File: config.mk
export PLATFORM = sky130hd
export DESIGN_NAME = wfps_ctrl
export DESIGN_NICKNAME = d
export VERILOG_FILES = /design/src/hdl/wfps_pkg.sv /design/src/hdl/wfps_ctrl.sv
export SDC_FILE = /design/constraint.sdc
export NUM_CORES = 1
export LEC_CHECK = 0
export BUFFER_PORTS_ARGS = -buffer_cell sky130_fd_sc_hd__buf_2
export CAP_MARGIN = 15
export CORE_MARGIN = 5
export CORE_UTILIZATION = 45
export DETAILED_ROUTE_END_ITERATION = 10
export PLACE_DENSITY = 0.73
export SYNTH_ARGS = -nofsm -noshare
export SYNTH_HDL_FRONTEND = slang
export SYNTH_SLANG_ARGS = --single-unit
File: constraint.sdc
create_clock -name clk_i -period 4.7 [get_ports clk_i]
set_input_delay 0.705 -clock clk_i [delete_from_list [all_inputs] [get_ports clk_i]]
set_output_delay 0.705 -clock clk_i [all_outputs]
set_load 0.01 [all_outputs]
File: src/hdl/wfps_pkg.sv
// Shared constants, types, window and twiddle tables for the windowed FFT power spectrum core.
`default_nettype none
package wfps_pkg;

  localparam int POINTS      = 64;
  localparam int SAMPLE_BITS = 16;
  localparam int AW          = $clog2(POINTS);       // frame store address
  localparam int BF_W        = AW - 1;               // butterfly counter / twiddle index
  localparam int TW_N        = POINTS / 2;
  localparam int ST_W        = $clog2(AW);           // stage counter
  localparam int DW          = SAMPLE_BITS + AW + 2; // one component in the store
  localparam int WIN_W       = 17;
  localparam int TW_W        = 32;
  localparam int PR_W        = DW + TW_W;
  localparam int P_W         = 2 * DW;               // power word
  localparam int SH_W        = $clog2(P_W);
  localparam int M_W         = 31;                   // log mantissa, Q30
  localparam int FRAC_W      = 16;
  localparam int IT_W        = $clog2(FRAC_W);
  localparam int L_W         = 24;
  localparam int K_W         = 19;
  localparam int SCL_W       = L_W + K_W;
  localparam int BIN_W       = 6;
  localparam int DB_W        = 16;
  localparam int WIN_DEN     = POINTS - 1;

  localparam logic [63:0] Q30_ONE     = 64'd1 << 30;
  localparam logic [63:0] PI_HALF_Q30 = 64'd1686629713;
  localparam logic signed [63:0] HAM_A_Q30 = 64'sd579820585;
  localparam logic signed [63:0] HAM_B_Q30 = 64'sd493921239;
  localparam logic signed [63:0] DB_FLOOR  = -64'sd25600;
  localparam logic signed [63:0] DB_CEIL   = 64'sd10240;
  localparam logic signed [K_W-1:0] DB_K   = K_W'(197283);
  localparam logic signed [L_W-1:0] LOG_OFS_Q16 =
    L_W'((2 * (SAMPLE_BITS - 1)) * (2 ** FRAC_W));

  typedef enum logic [3:0] {
    OP_IDLE,
    OP_BF_LOAD,
    OP_BF_ROT,
    OP_SQ,
    OP_SUM,
    OP_NORM,
    OP_LOG,
    OP_SCALE,
    OP_PUSH,
    OP_PUSH_OVR
  } dp_op_e;

  typedef enum logic [1:0] {
    WR_ZERO,
    WR_SAMPLE,
    WR_TOP,
    WR_BOT
  } wr_sel_e;

  typedef struct packed {
    dp_op_e          op;
    wr_sel_e         wr_sel;
    logic            wr_en;
    logic [AW-1:0]   wr_addr;
    logic [AW-1:0]   rd_addr_a;
    logic [AW-1:0]   rd_addr_b;
    logic [AW-1:0]   win_idx;
    logic [BF_W-1:0] tw_idx;
    logic [AW-1:0]   bin;
    logic            last;
  } dp_cmd_t;

  typedef struct packed {
    logic slot_free;
    logic norm_done;
    logic p_zero;
  } dp_sts_t;

  typedef struct packed {
    logic signed [63:0] c;
    logic signed [63:0] s;
  } cs_t;

  typedef logic signed [WIN_W-1:0] win_rom_t [POINTS];
  typedef logic signed [TW_W-1:0]  tw_rom_t  [TW_N];

  // Shift right by n, rounding half away from zero.
  function automatic logic signed [63:0] sra_round(logic signed [63:0] v, int n);
    logic [63:0] m;
    m = v[63] ? 64'(-v) : 64'(v);
    m = (m + (64'd1 << (n - 1))) >> n;
    return v[63] ? -$signed(m) : $signed(m);
  endfunction

  // cos and sin in Q30 of a phase in 2^-32 turn.
  function automatic cs_t sincos_q30(logic [31:0] phase);
    logic [63:0] r, x, x2, tc, ts;
    logic signed [63:0] c, s, t;
    logic fold;
    cs_t res;
    r    = {34'd0, phase[29:0]};
    fold = r > (Q30_ONE >> 1);
    if (fold) r = Q30_ONE - r;
    x  = (r * PI_HALF_Q30) >> 30;
    x2 = (x * x) >> 30;
    tc = Q30_ONE;
    ts = Q30_ONE;
    tc = Q30_ONE - ((x2 * tc) >> 30) / 64'd90;
    ts = Q30_ONE - ((x2 * ts) >> 30) / 64'd110;
    tc = Q30_ONE - ((x2 * tc) >> 30) / 64'd56;
    ts = Q30_ONE - ((x2 * ts) >> 30) / 64'd72;
    tc = Q30_ONE - ((x2 * tc) >> 30) / 64'd30;
    ts = Q30_ONE - ((x2 * ts) >> 30) / 64'd42;
    tc = Q30_ONE - ((x2 * tc) >> 30) / 64'd12;
    ts = Q30_ONE - ((x2 * ts) >> 30) / 64'd20;
    tc = Q30_ONE - ((x2 * tc) >> 30) / 64'd2;
    ts = Q30_ONE - ((x2 * ts) >> 30) / 64'd6;
    c = $signed(tc);
    s = $signed((x * ts) >> 30);
    if (fold) begin
      t = c;
      c = s;
      s = t;
    end
    case (phase[31:30])
      2'd0:    begin res.c = c;  res.s = s;  end
      2'd1:    begin res.c = -s; res.s = c;  end
      2'd2:    begin res.c = -c; res.s = -s; end
      default: begin res.c = s;  res.s = -c; end
    endcase
    return res;
  endfunction

  function automatic logic signed [WIN_W-1:0] window_q15(int i);
    logic [63:0] ph;
    cs_t cs;
    logic signed [63:0] w30;
    ph  = ((64'(i) << 32) + 64'(WIN_DEN / 2)) / WIN_DEN;
    cs  = sincos_q30(ph[31:0]);
    w30 = HAM_A_Q30 - sra_round(HAM_B_Q30 * cs.c, 30);
    return WIN_W'(sra_round(w30, 15));
  endfunction

  function automatic win_rom_t make_win();
    win_rom_t r;
    for (int i = 0; i < POINTS; i++) r[i] = window_q15(i);
    return r;
  endfunction

  function automatic tw_rom_t make_tw(logic want_sin);
    tw_rom_t r;
    logic [31:0] ph;
    cs_t cs;
    for (int t = 0; t < TW_N; t++) begin
      ph   = 32'd0 - (32'(t) << (32 - AW));
      cs   = sincos_q30(ph);
      r[t] = want_sin ? TW_W'(cs.s) : TW_W'(cs.c);
    end
    return r;
  endfunction

  localparam win_rom_t WIN_ROM = make_win();
  localparam tw_rom_t  TW_RE   = make_tw(1'b0);
  localparam tw_rom_t  TW_IM   = make_tw(1'b1);

  function automatic logic [AW-1:0] bit_rev(logic [AW-1:0] a);
    logic [AW-1:0] r;
    for (int i = 0; i < AW; i++) r[i] = a[AW-1-i];
    return r;
  endfunction

endpackage
`default_nettype wire

File: src/hdl/wfps_ctrl.sv
// Sequencer: load, zero pad, butterfly passes and per-bin log steps.
`default_nettype none
module wfps_ctrl import wfps_pkg::*; (
  input  wire logic    clk_i,
  input  wire logic    rst_ni,
  input  wire logic    in_valid_i,
  input  wire logic    chunk_end_i,
  output logic         in_ready_o,
  input  wire dp_sts_t sts_i,
  output dp_cmd_t      cmd_o
);

  typedef enum logic [3:0] {
    S_LOAD,
    S_OVR,
    S_PAD,
    S_BF_RD,
    S_BF_MUL,
    S_BF_ROT,
    S_BF_WT,
    S_BF_WB,
    S_EM_RD,
    S_EM_SQ,
    S_EM_SUM,
    S_EM_NORM,
    S_EM_LOG,
    S_EM_SCALE,
    S_EM_OUT
  } state_e;

  state_e            state_q, state_d;
  logic [AW:0]       fill_q, fill_d;
  logic              too_long_q, too_long_d;
  logic [AW:0]       cnt_q, cnt_d;
  logic [BF_W-1:0]   bf_q, bf_d;
  logic [ST_W-1:0]   stage_q, stage_d;
  logic [IT_W-1:0]   iter_q, iter_d;

  logic [BF_W-1:0]   bf_mask, bf_lo, bf_hi;
  logic [AW-1:0]     top_addr, bot_addr;

  // Butterfly addressing for span 2^stage.
  always_comb begin
    bf_mask  = BF_W'((1 << stage_q) - 1);
    bf_lo    = bf_q & bf_mask;
    bf_hi    = bf_q >> stage_q;
    top_addr = AW'({1'b0, bf_hi} << (stage_q + 1)) | AW'(bf_lo);
    bot_addr = top_addr | (AW'(1) << stage_q);
  end

  always_comb begin
    state_d    = state_q;
    fill_d     = fill_q;
    too_long_d = too_long_q;
    cnt_d      = cnt_q;
    bf_d       = bf_q;
    stage_d    = stage_q;
    iter_d     = iter_q;
    in_ready_o = 1'b0;

    cmd_o           = '0;
    cmd_o.op        = OP_IDLE;
    cmd_o.wr_sel    = WR_ZERO;
    cmd_o.rd_addr_a = top_addr;
    cmd_o.rd_addr_b = bot_addr;
    cmd_o.tw_idx    = BF_W'(bf_lo << (AW - 1 - stage_q));
    cmd_o.win_idx   = fill_q[AW-1:0];
    cmd_o.bin       = cnt_q[AW-1:0];
    cmd_o.last      = (cnt_q[AW-1:0] == AW'(POINTS - 1));

    unique case (state_q)
      S_LOAD: begin
        in_ready_o = 1'b1;
        if (in_valid_i) begin
          if (!fill_q[AW]) begin
            cmd_o.wr_en   = 1'b1;
            cmd_o.wr_sel  = WR_SAMPLE;
            cmd_o.wr_addr = bit_rev(fill_q[AW-1:0]);
            fill_d        = fill_q + 1'b1;
          end else begin
            too_long_d = 1'b1;
          end
          if (chunk_end_i) begin
            fill_d     = '0;
            too_long_d = 1'b0;
            if (fill_q[AW]) begin
              state_d = S_OVR;
            end else begin
              cnt_d   = fill_q + 1'b1;
              state_d = S_PAD;
            end
          end
        end
      end
      S_OVR: begin
        if (sts_i.slot_free) begin
          cmd_o.op = OP_PUSH_OVR;
          state_d  = S_LOAD;
        end
      end
      S_PAD: begin
        if (cnt_q[AW]) begin
          bf_d    = '0;
          stage_d = '0;
          state_d = S_BF_RD;
        end else begin
          cmd_o.wr_en   = 1'b1;
          cmd_o.wr_sel  = WR_ZERO;
          cmd_o.wr_addr = bit_rev(cnt_q[AW-1:0]);
          cnt_d         = cnt_q + 1'b1;
        end
      end
      S_BF_RD:  state_d = S_BF_MUL;
      S_BF_MUL: begin
        cmd_o.op = OP_BF_LOAD;
        state_d  = S_BF_ROT;
      end
      S_BF_ROT: begin
        cmd_o.op = OP_BF_ROT;
        state_d  = S_BF_WT;
      end
      S_BF_WT: begin
        cmd_o.wr_en   = 1'b1;
        cmd_o.wr_sel  = WR_TOP;
        cmd_o.wr_addr = top_addr;
        state_d       = S_BF_WB;
      end
      S_BF_WB: begin
        cmd_o.wr_en   = 1'b1;
        cmd_o.wr_sel  = WR_BOT;
        cmd_o.wr_addr = bot_addr;
        state_d       = S_BF_RD;
        if (bf_q == '1) begin
          bf_d = '0;
          if (stage_q == ST_W'(AW - 1)) begin
            cnt_d   = '0;
            state_d = S_EM_RD;
          end else begin
            stage_d = stage_q + 1'b1;
          end
        end else begin
          bf_d = bf_q + 1'b1;
        end
      end
      S_EM_RD: begin
        cmd_o.rd_addr_a = cnt_q[AW-1:0];
        state_d         = S_EM_SQ;
      end
      S_EM_SQ: begin
        cmd_o.op = OP_SQ;
        state_d  = S_EM_SUM;
      end
      S_EM_SUM: begin
        cmd_o.op = OP_SUM;
        state_d  = S_EM_NORM;
      end
      S_EM_NORM: begin
        if (sts_i.p_zero) begin
          state_d = S_EM_OUT;
        end else begin
          cmd_o.op = OP_NORM;
          if (sts_i.norm_done) begin
            iter_d  = '0;
            state_d = S_EM_LOG;
          end
        end
      end
      S_EM_LOG: begin
        cmd_o.op = OP_LOG;
        iter_d   = iter_q + 1'b1;
        if (iter_q == IT_W'(FRAC_W - 1)) state_d = S_EM_SCALE;
      end
      S_EM_SCALE: begin
        cmd_o.op = OP_SCALE;
        state_d  = S_EM_OUT;
      end
      S_EM_OUT: begin
        if (sts_i.slot_free) begin
          cmd_o.op = OP_PUSH;
          if (cmd_o.last) begin
            state_d = S_LOAD;
          end else begin
            cnt_d   = cnt_q + 1'b1;
            state_d = S_EM_RD;
          end
        end
      end
      default: state_d = S_LOAD;
    endcase
  end

  always_ff @(posedge clk_i or negedge rst_ni) begin
    if (!rst_ni) begin
      state_q    <= S_LOAD;
      fill_q     <= '0;
      too_long_q <= 1'b0;
      cnt_q      <= '0;
      bf_q       <= '0;
      stage_q    <= '0;
      iter_q     <= '0;
    end else begin
      state_q    <= state_d;
      fill_q     <= fill_d;
      too_long_q <= too_long_d;
      cnt_q      <= cnt_d;
      bf_q       <= bf_d;
      stage_q    <= stage_d;
      iter_q     <= iter_d;
    end
  end

  a_fill_bound: assert property (@(posedge clk_i) disable iff (!rst_ni)
    fill_q <= (AW + 1)'(POINTS))
    else $error("fill count past frame size");

  a_too_long_full: assert property (@(posedge clk_i) disable iff (!rst_ni)
    too_long_q |-> (fill_q == (AW + 1)'(POINTS)))
    else $error("overrun flagged on a frame that is not full");

endmodule
`default_nettype wire

=== Yosys cells after proc, flatten, opt, wreduce, memory -nomap -nowiden ===
Cells that the tools add are included.

* Bitwise gates (word level): 3
* Shift operators: 5
* Reduce and logical (&&, ||, !) cells: 12
* Equal/unequal tests: 34
* Multiplexer cells: 44
* Order comparisons: 0
* Multiply operators: 0
* Add/sub/neg operators: 8
* Divide/modulo/power cells: 0

{| class="wikitable"
|+ Operators by type and width
! operator !! number
|-
| 2-to-1 mux 7 bit || 11
|-
| 2-to-1 mux 4 bit || 15
|-
| one-hot mux 4 bit (15 select lines) || 1
|-
| one-hot mux 4 bit (9 select lines) || 1
|-
| one-hot mux 9 bit (4 select lines) || 1
|-
| equality test 4 bit, second input constant || 8
|-
| << shifter 5 x 32 -> 5 bit || 1
|-
| != test 2 bit, second input constant || 15
|-
| one-hot mux 7 bit (4 select lines) || 1
|-
| equality test 4 x 3 -> 1 bit, second input constant || 4
|-
| 2-to-1 mux 8 bit || 2
|-
| adder 7 x 1 -> 7 bit, second input constant || 2
|-
| 2-to-1 mux 3 bit || 4
|-
| 2-to-1 mux 5 bit || 2
|-
| one-hot mux 5 bit (2 select lines) || 1
|-
| AND reduction 9 bit || 1
|-
| equality test 4 x 2 -> 1 bit, second input constant || 2
|-
| one-hot mux 4 bit (2 select lines) || 1
|-
| AND reduction 8 bit || 1
|-
| AND reduction 7 bit || 1
|-
| equality test 6 bit, second input constant || 1
|-
| 2-to-1 mux 6 bit || 1
|-
| bitwise OR 6 x 5 -> 6 bit || 1
|-
| bitwise OR 6 bit || 1
|-
| 24 further kinds || 27
|}

* Memory bits (writable): 0
* Bits in read-only memories: 0
* Register bits after elaboration: 30
* Bits in latches: 0
* Memories: 0

=== Logic depth before layout (Yosys ltp) ===
* Depth after elaboration: 6
* Depth in mapped cells: 9

=== Worst setup path before layout ===
OpenSTA, ideal clock, no wires.

* Path type: register to output
* Start point: reg stage_q[1]
* End point: out cmd_o[32] in the netlist's numbering
* Data arrival time: 2,410 ps
* Path buffers: 2
* Setup slack: 1,585 ps
* Required time: 3,995 ps
* Cell stages (with the launch flop): 10
* Cells stage by stage: dfrtp_1 -> buf_1 -> inv_1 -> ha_1 -> clkbuf_1 -> nor3b_1 -> a22o_1 -> a22oi_1 -> a21oi_1 -> a221o_2

{| class="wikitable"
|+ RTL lines
! what !! RTL line !! text
|-
| start, declared || wfps_ctrl.sv:36 || <nowiki>logic [ST_W-1:0] stage_q, stage_d;</nowiki>
|-
| start signal, assigned || wfps_ctrl.sv:207 || <nowiki>stage_q <= stage_d;</nowiki>
|-
| end, declared || wfps_ctrl.sv:10 || <nowiki>output dp_cmd_t cmd_o</nowiki>
|}

==> results.sh <==
export IMPL_die_w_um=91.40
export IMPL_finalSetupViolations=0
export IMPL_fin_nets=431
export IMPL_drive_gt1_share_pct=18.92
export IMPL_end_kind="output port"
export IMPL_postRouteAntennaNets=0
export IMPL_drc=0
export IMPL_r2r_cells=5
export IMPL_vias=2977
export IMPL_worst_skew_pair_late_latency_ps=280
export IMPL_ys_ff_latch=30
export IMPL_clkPwrFrac_pct=12.5
export IMPL_hold_viol=0
export IMPL_slowest_delay_ps=690
export IMPL_synth_top_area_share_pct=25.18
export IMPL_cts_resized=0
export IMPL_reg2reg_to="cnt_q[1]$_DFFE_PN0P_"
export IMPL_port_buffers=50
export IMPL_synth_most_common_cell="nand2_1"
export IMPL_grt_ovfl_total=0
export IMPL_crit_arrival_ps=3170
export IMPL_report_final_slew_viol_count=0
export IMPL_gp_congestion=0.9511
export IMPL_total_leakage_power_nw=1.471
export IMPL_synth_edf_count=0
export IMPL_critical_path_class="flop to output port"
export IMPL_worst_slack_ps=824.5
export IMPL_yosys_top_cells_count="nand2_1 (43), dfrtp_1 (30), nor2_1 (24), o21ai_0 (24), a21oi_1 (23)"
export IMPL_postCtsHoldBufs=0
export IMPL_syn_inst=381
export IMPL_hold_class="input pin to asynchronous set/reset pin"
export IMPL_synth_area_top_cells="dfrtp_1 (25%), ha_1 (7.6%), nand2_1 (5.4%), o21ai_0 (4.0%), a21oi_1 (3.9%)"
export IMPL_viasPerCell=6.151
export IMPL_synth_seq_area_share_pct=25.18
export IMPL_final_setup_tns_ps=0
export IMPL_cts_max_path_buffers=2
export IMPL_first_iter_violations=185
export IMPL_switchingPower_w=0.0009002
export IMPL_p_seq_share_pct=30.3
export IMPL_slew_headroom_pct=48.75
export IMPL_antenna_found_initial=0
export IMPL_power_density_mw_per_mm2=546.7
export IMPL_numCtsBuffers=5
export IMPL_clock_root_buffer="clkbuf_8"
export IMPL_syn_area_mm2=0.002982
export IMPL_start_util_pct=46.69
export IMPL_crit_slowest_cell="dfrtp_1"
export IMPL_rsz0062_at_grt="false"
export IMPL_power_total_w=0.001771
export IMPL_clock_sinks=30
export IMPL_min_period_ps=3875
export IMPL_num_rows=29
export IMPL_grt_pass1_vias=2840
export IMPL_syn_to_final_growth_pct=8.645
export IMPL_internal_power_w=0.0008708
export IMPL_wl_um=8393
export IMPL_synth_nets=406
export IMPL_critPathMaxFanout=17
export IMPL_yosysUniqueCellTypes=68
export IMPL_timing_rr_start="state_q[1]$_DFFE_PN0P_"
export IMPL_clk_pin_slew_ps=70
export IMPL_htreeDepth=2
export IMPL_grt_start_max_net_pins=31
export IMPL_core_area_mm2=0.006386
export IMPL_diodes=0
export IMPL_yosysTopAreaCell="dfrtp_1"
export IMPL_grtUsageTotal_pct=20.07
export IMPL_cp_required_ps=3990
export IMPL_place_ws_ps=1192
export IMPL_postCtsSetupBuffers=0
export IMPL_comb_power_share_pct=57.2
export IMPL_dr_pass1_iters=5
export IMPL_crit_path_start_kind="flop"
export IMPL_die_h_um=91.40
export IMPL_async_flop_share_pct=100.0
export IMPL_ys_warn_count=0
export IMPL_tightest_slew_ps=768.8
export IMPL_crit_start="stage_q[0]$_DFFE_PN0P_"
export IMPL_pin_count=51
export IMPL_avgSynthCellArea_um2=7.826
export IMPL_synthFlopType="dfrtp_1"
export IMPL_finalClockSkew_ps=7.384
export IMPL_die_area_mm2=0.008354
export IMPL_drv_cap=0
export IMPL_post_route_period_util_pct=82.46
export IMPL_reg2reg_slack_ps=2090
export IMPL_place_hpwl_um=6277
export IMPL_status="finished, final reports clean"
export IMPL_crit_end="cmd_o[32]"
export IMPL_fmax_mhz=258.0
export IMPL_grt_pass1_wl_um=14030
export IMPL_cts_tree="done"
export IMPL_fin_util_pct=50.72
export IMPL_irDropWorstVdd_mv=0.2796
export IMPL_crit_chain="clkinv_1 -> ha_1 -> nor3b_1 -> a22o_1 -> a22oi_1 -> a21oi_1 -> a221o_2 -> buf_2"
export IMPL_post_drt_wl_per_cell_um=17.34
export IMPL_switching_share_pct=50.83
==> registers in the layout, summed over array words and instances, names as in the netlist <==
| signal | cells |
|---|---|
| cnt_q | 7 |
| fill_q | 7 |
| bf_q | 5 |
| iter_q | 4 |
| state_q | 4 |
| stage_q | 3 |
==> stage by stage <==
stage	area (um^2)	hold slack [ps]	cells
after global placement	3144	516.7	476
after detailed placement	3144	515.3	476
after global routing	3239	506.7	484
final	3239	455.7	484
after CTS	3239	484.7	484
after floorplan	2982	409.4	381
==> critical path: cells and delay by family, from the launching register on <==
kind / cells / cell delay, ps
buf+inv: 2 / 570
simple gates: 1 / 120
flops: 1 / 690
compound gates: 4 / 930
fa+ha+maj: 1 / 570
==> kinds of logic (layout without fill, tap and decap cells) <==
kind of cell / after synthesis / after routing / share of synthesized area [%]
and+or+nand+nor: 143 / 143 / 25.01
AOI/OAI and AO/OA: 124 / 124 / 28.20
buffers and inverters: 49 / 75 / 8.434
xor gates and xnor gates: 8 / 8 / 2.350
muxes: 9 / 9 / 3.273
DFF: 30 / 30 / 25.18
adders and majority gates: 18 / 18 / 7.554
==> layout make-up <==
class | count | area, um^2
inverters | 16 | 60.06
multi-input cells | 302 | 1979
flip-flops and latches | 30 | 750.7
repair buffers | 51 | 257.7
fillers | 625 | 3147
well taps | 77 | 96.34
clock inverters | 2 | 12.51
clock buffers | 6 | 82.58
==> placed cells by master, fill, tap and decap left out, types with 3 or more instances in the layout <==
cell type and n:
a21oi_1 23, a221oi_1 5, a22o_1 4, a22oi_1 5, a31oi_1 6, and2_1 4, and3_1 5, buf_2 50
clkbuf_8 6, dfrtp_1 30, ha_1 18, inv_1 15, mux2_2 4, mux2i_1 3, nand2_1 43, nand2b_1 9
nand3_1 17, nor2_1 24, nor2b_1 12, nor3_1 4, nor4_1 4, o211ai_1 3, o21ai_0 24, o21ai_1 14
o22ai_1 3, o31ai_1 8, o32a_1 5, or3_1 4, xnor2_1 4, xor2_1 4
==> power groups by stage <==
| stage | logic [W] | registers, W | clock network, W |
|---|---|---|---|
| 4_1_cts | 0.00101 | 0.000532 | 0.000228 |
| 3_5_place_dp | 0.00101 | 0.000538 | 0 |
| 3_3_place_gp | 0.000991 | 0.000537 | 0 |
| 5_1_grt | 0.00113 | 0.000559 | 0.000244 |
| 6_report | 0.00101 | 0.000536 | 0.000222 |
| 2_1_floorplan | 0.000855 | 0.000420 | 0 |
==> metal layers <==
layer  track usage, %  vias to the layer above  wire length, um
met4            6.724                        0              173
met3            3.967                       15              498
met5                0                        -                0
met1            26.78                     1422             3704
li1                 -                     1439                -
met2            32.34                      101             4017
==> worst min path at each step <==
| stage | start | to | slack [ps] |
|---|---|---|---|
| after floorplan | rst_ni | bf_q[0]$_DFFE_PN0P_ | 410 |
| after global placement | iter_q[0]$_DFFE_PN0P_ | iter_q[0]$_DFFE_PN0P_ | 520 |
| after detailed placement | iter_q[0]$_DFFE_PN0P_ | iter_q[0]$_DFFE_PN0P_ | 520 |
| after CTS | rst_ni | bf_q[0]$_DFFE_PN0P_ | 480 |
| after global routing | rst_ni | state_q[0]$_DFFE_PN0P_ | 510 |
| final | rst_ni | bf_q[0]$_DFFE_PN0P_ | 460 |
Power figures use the tool's default switching activity.
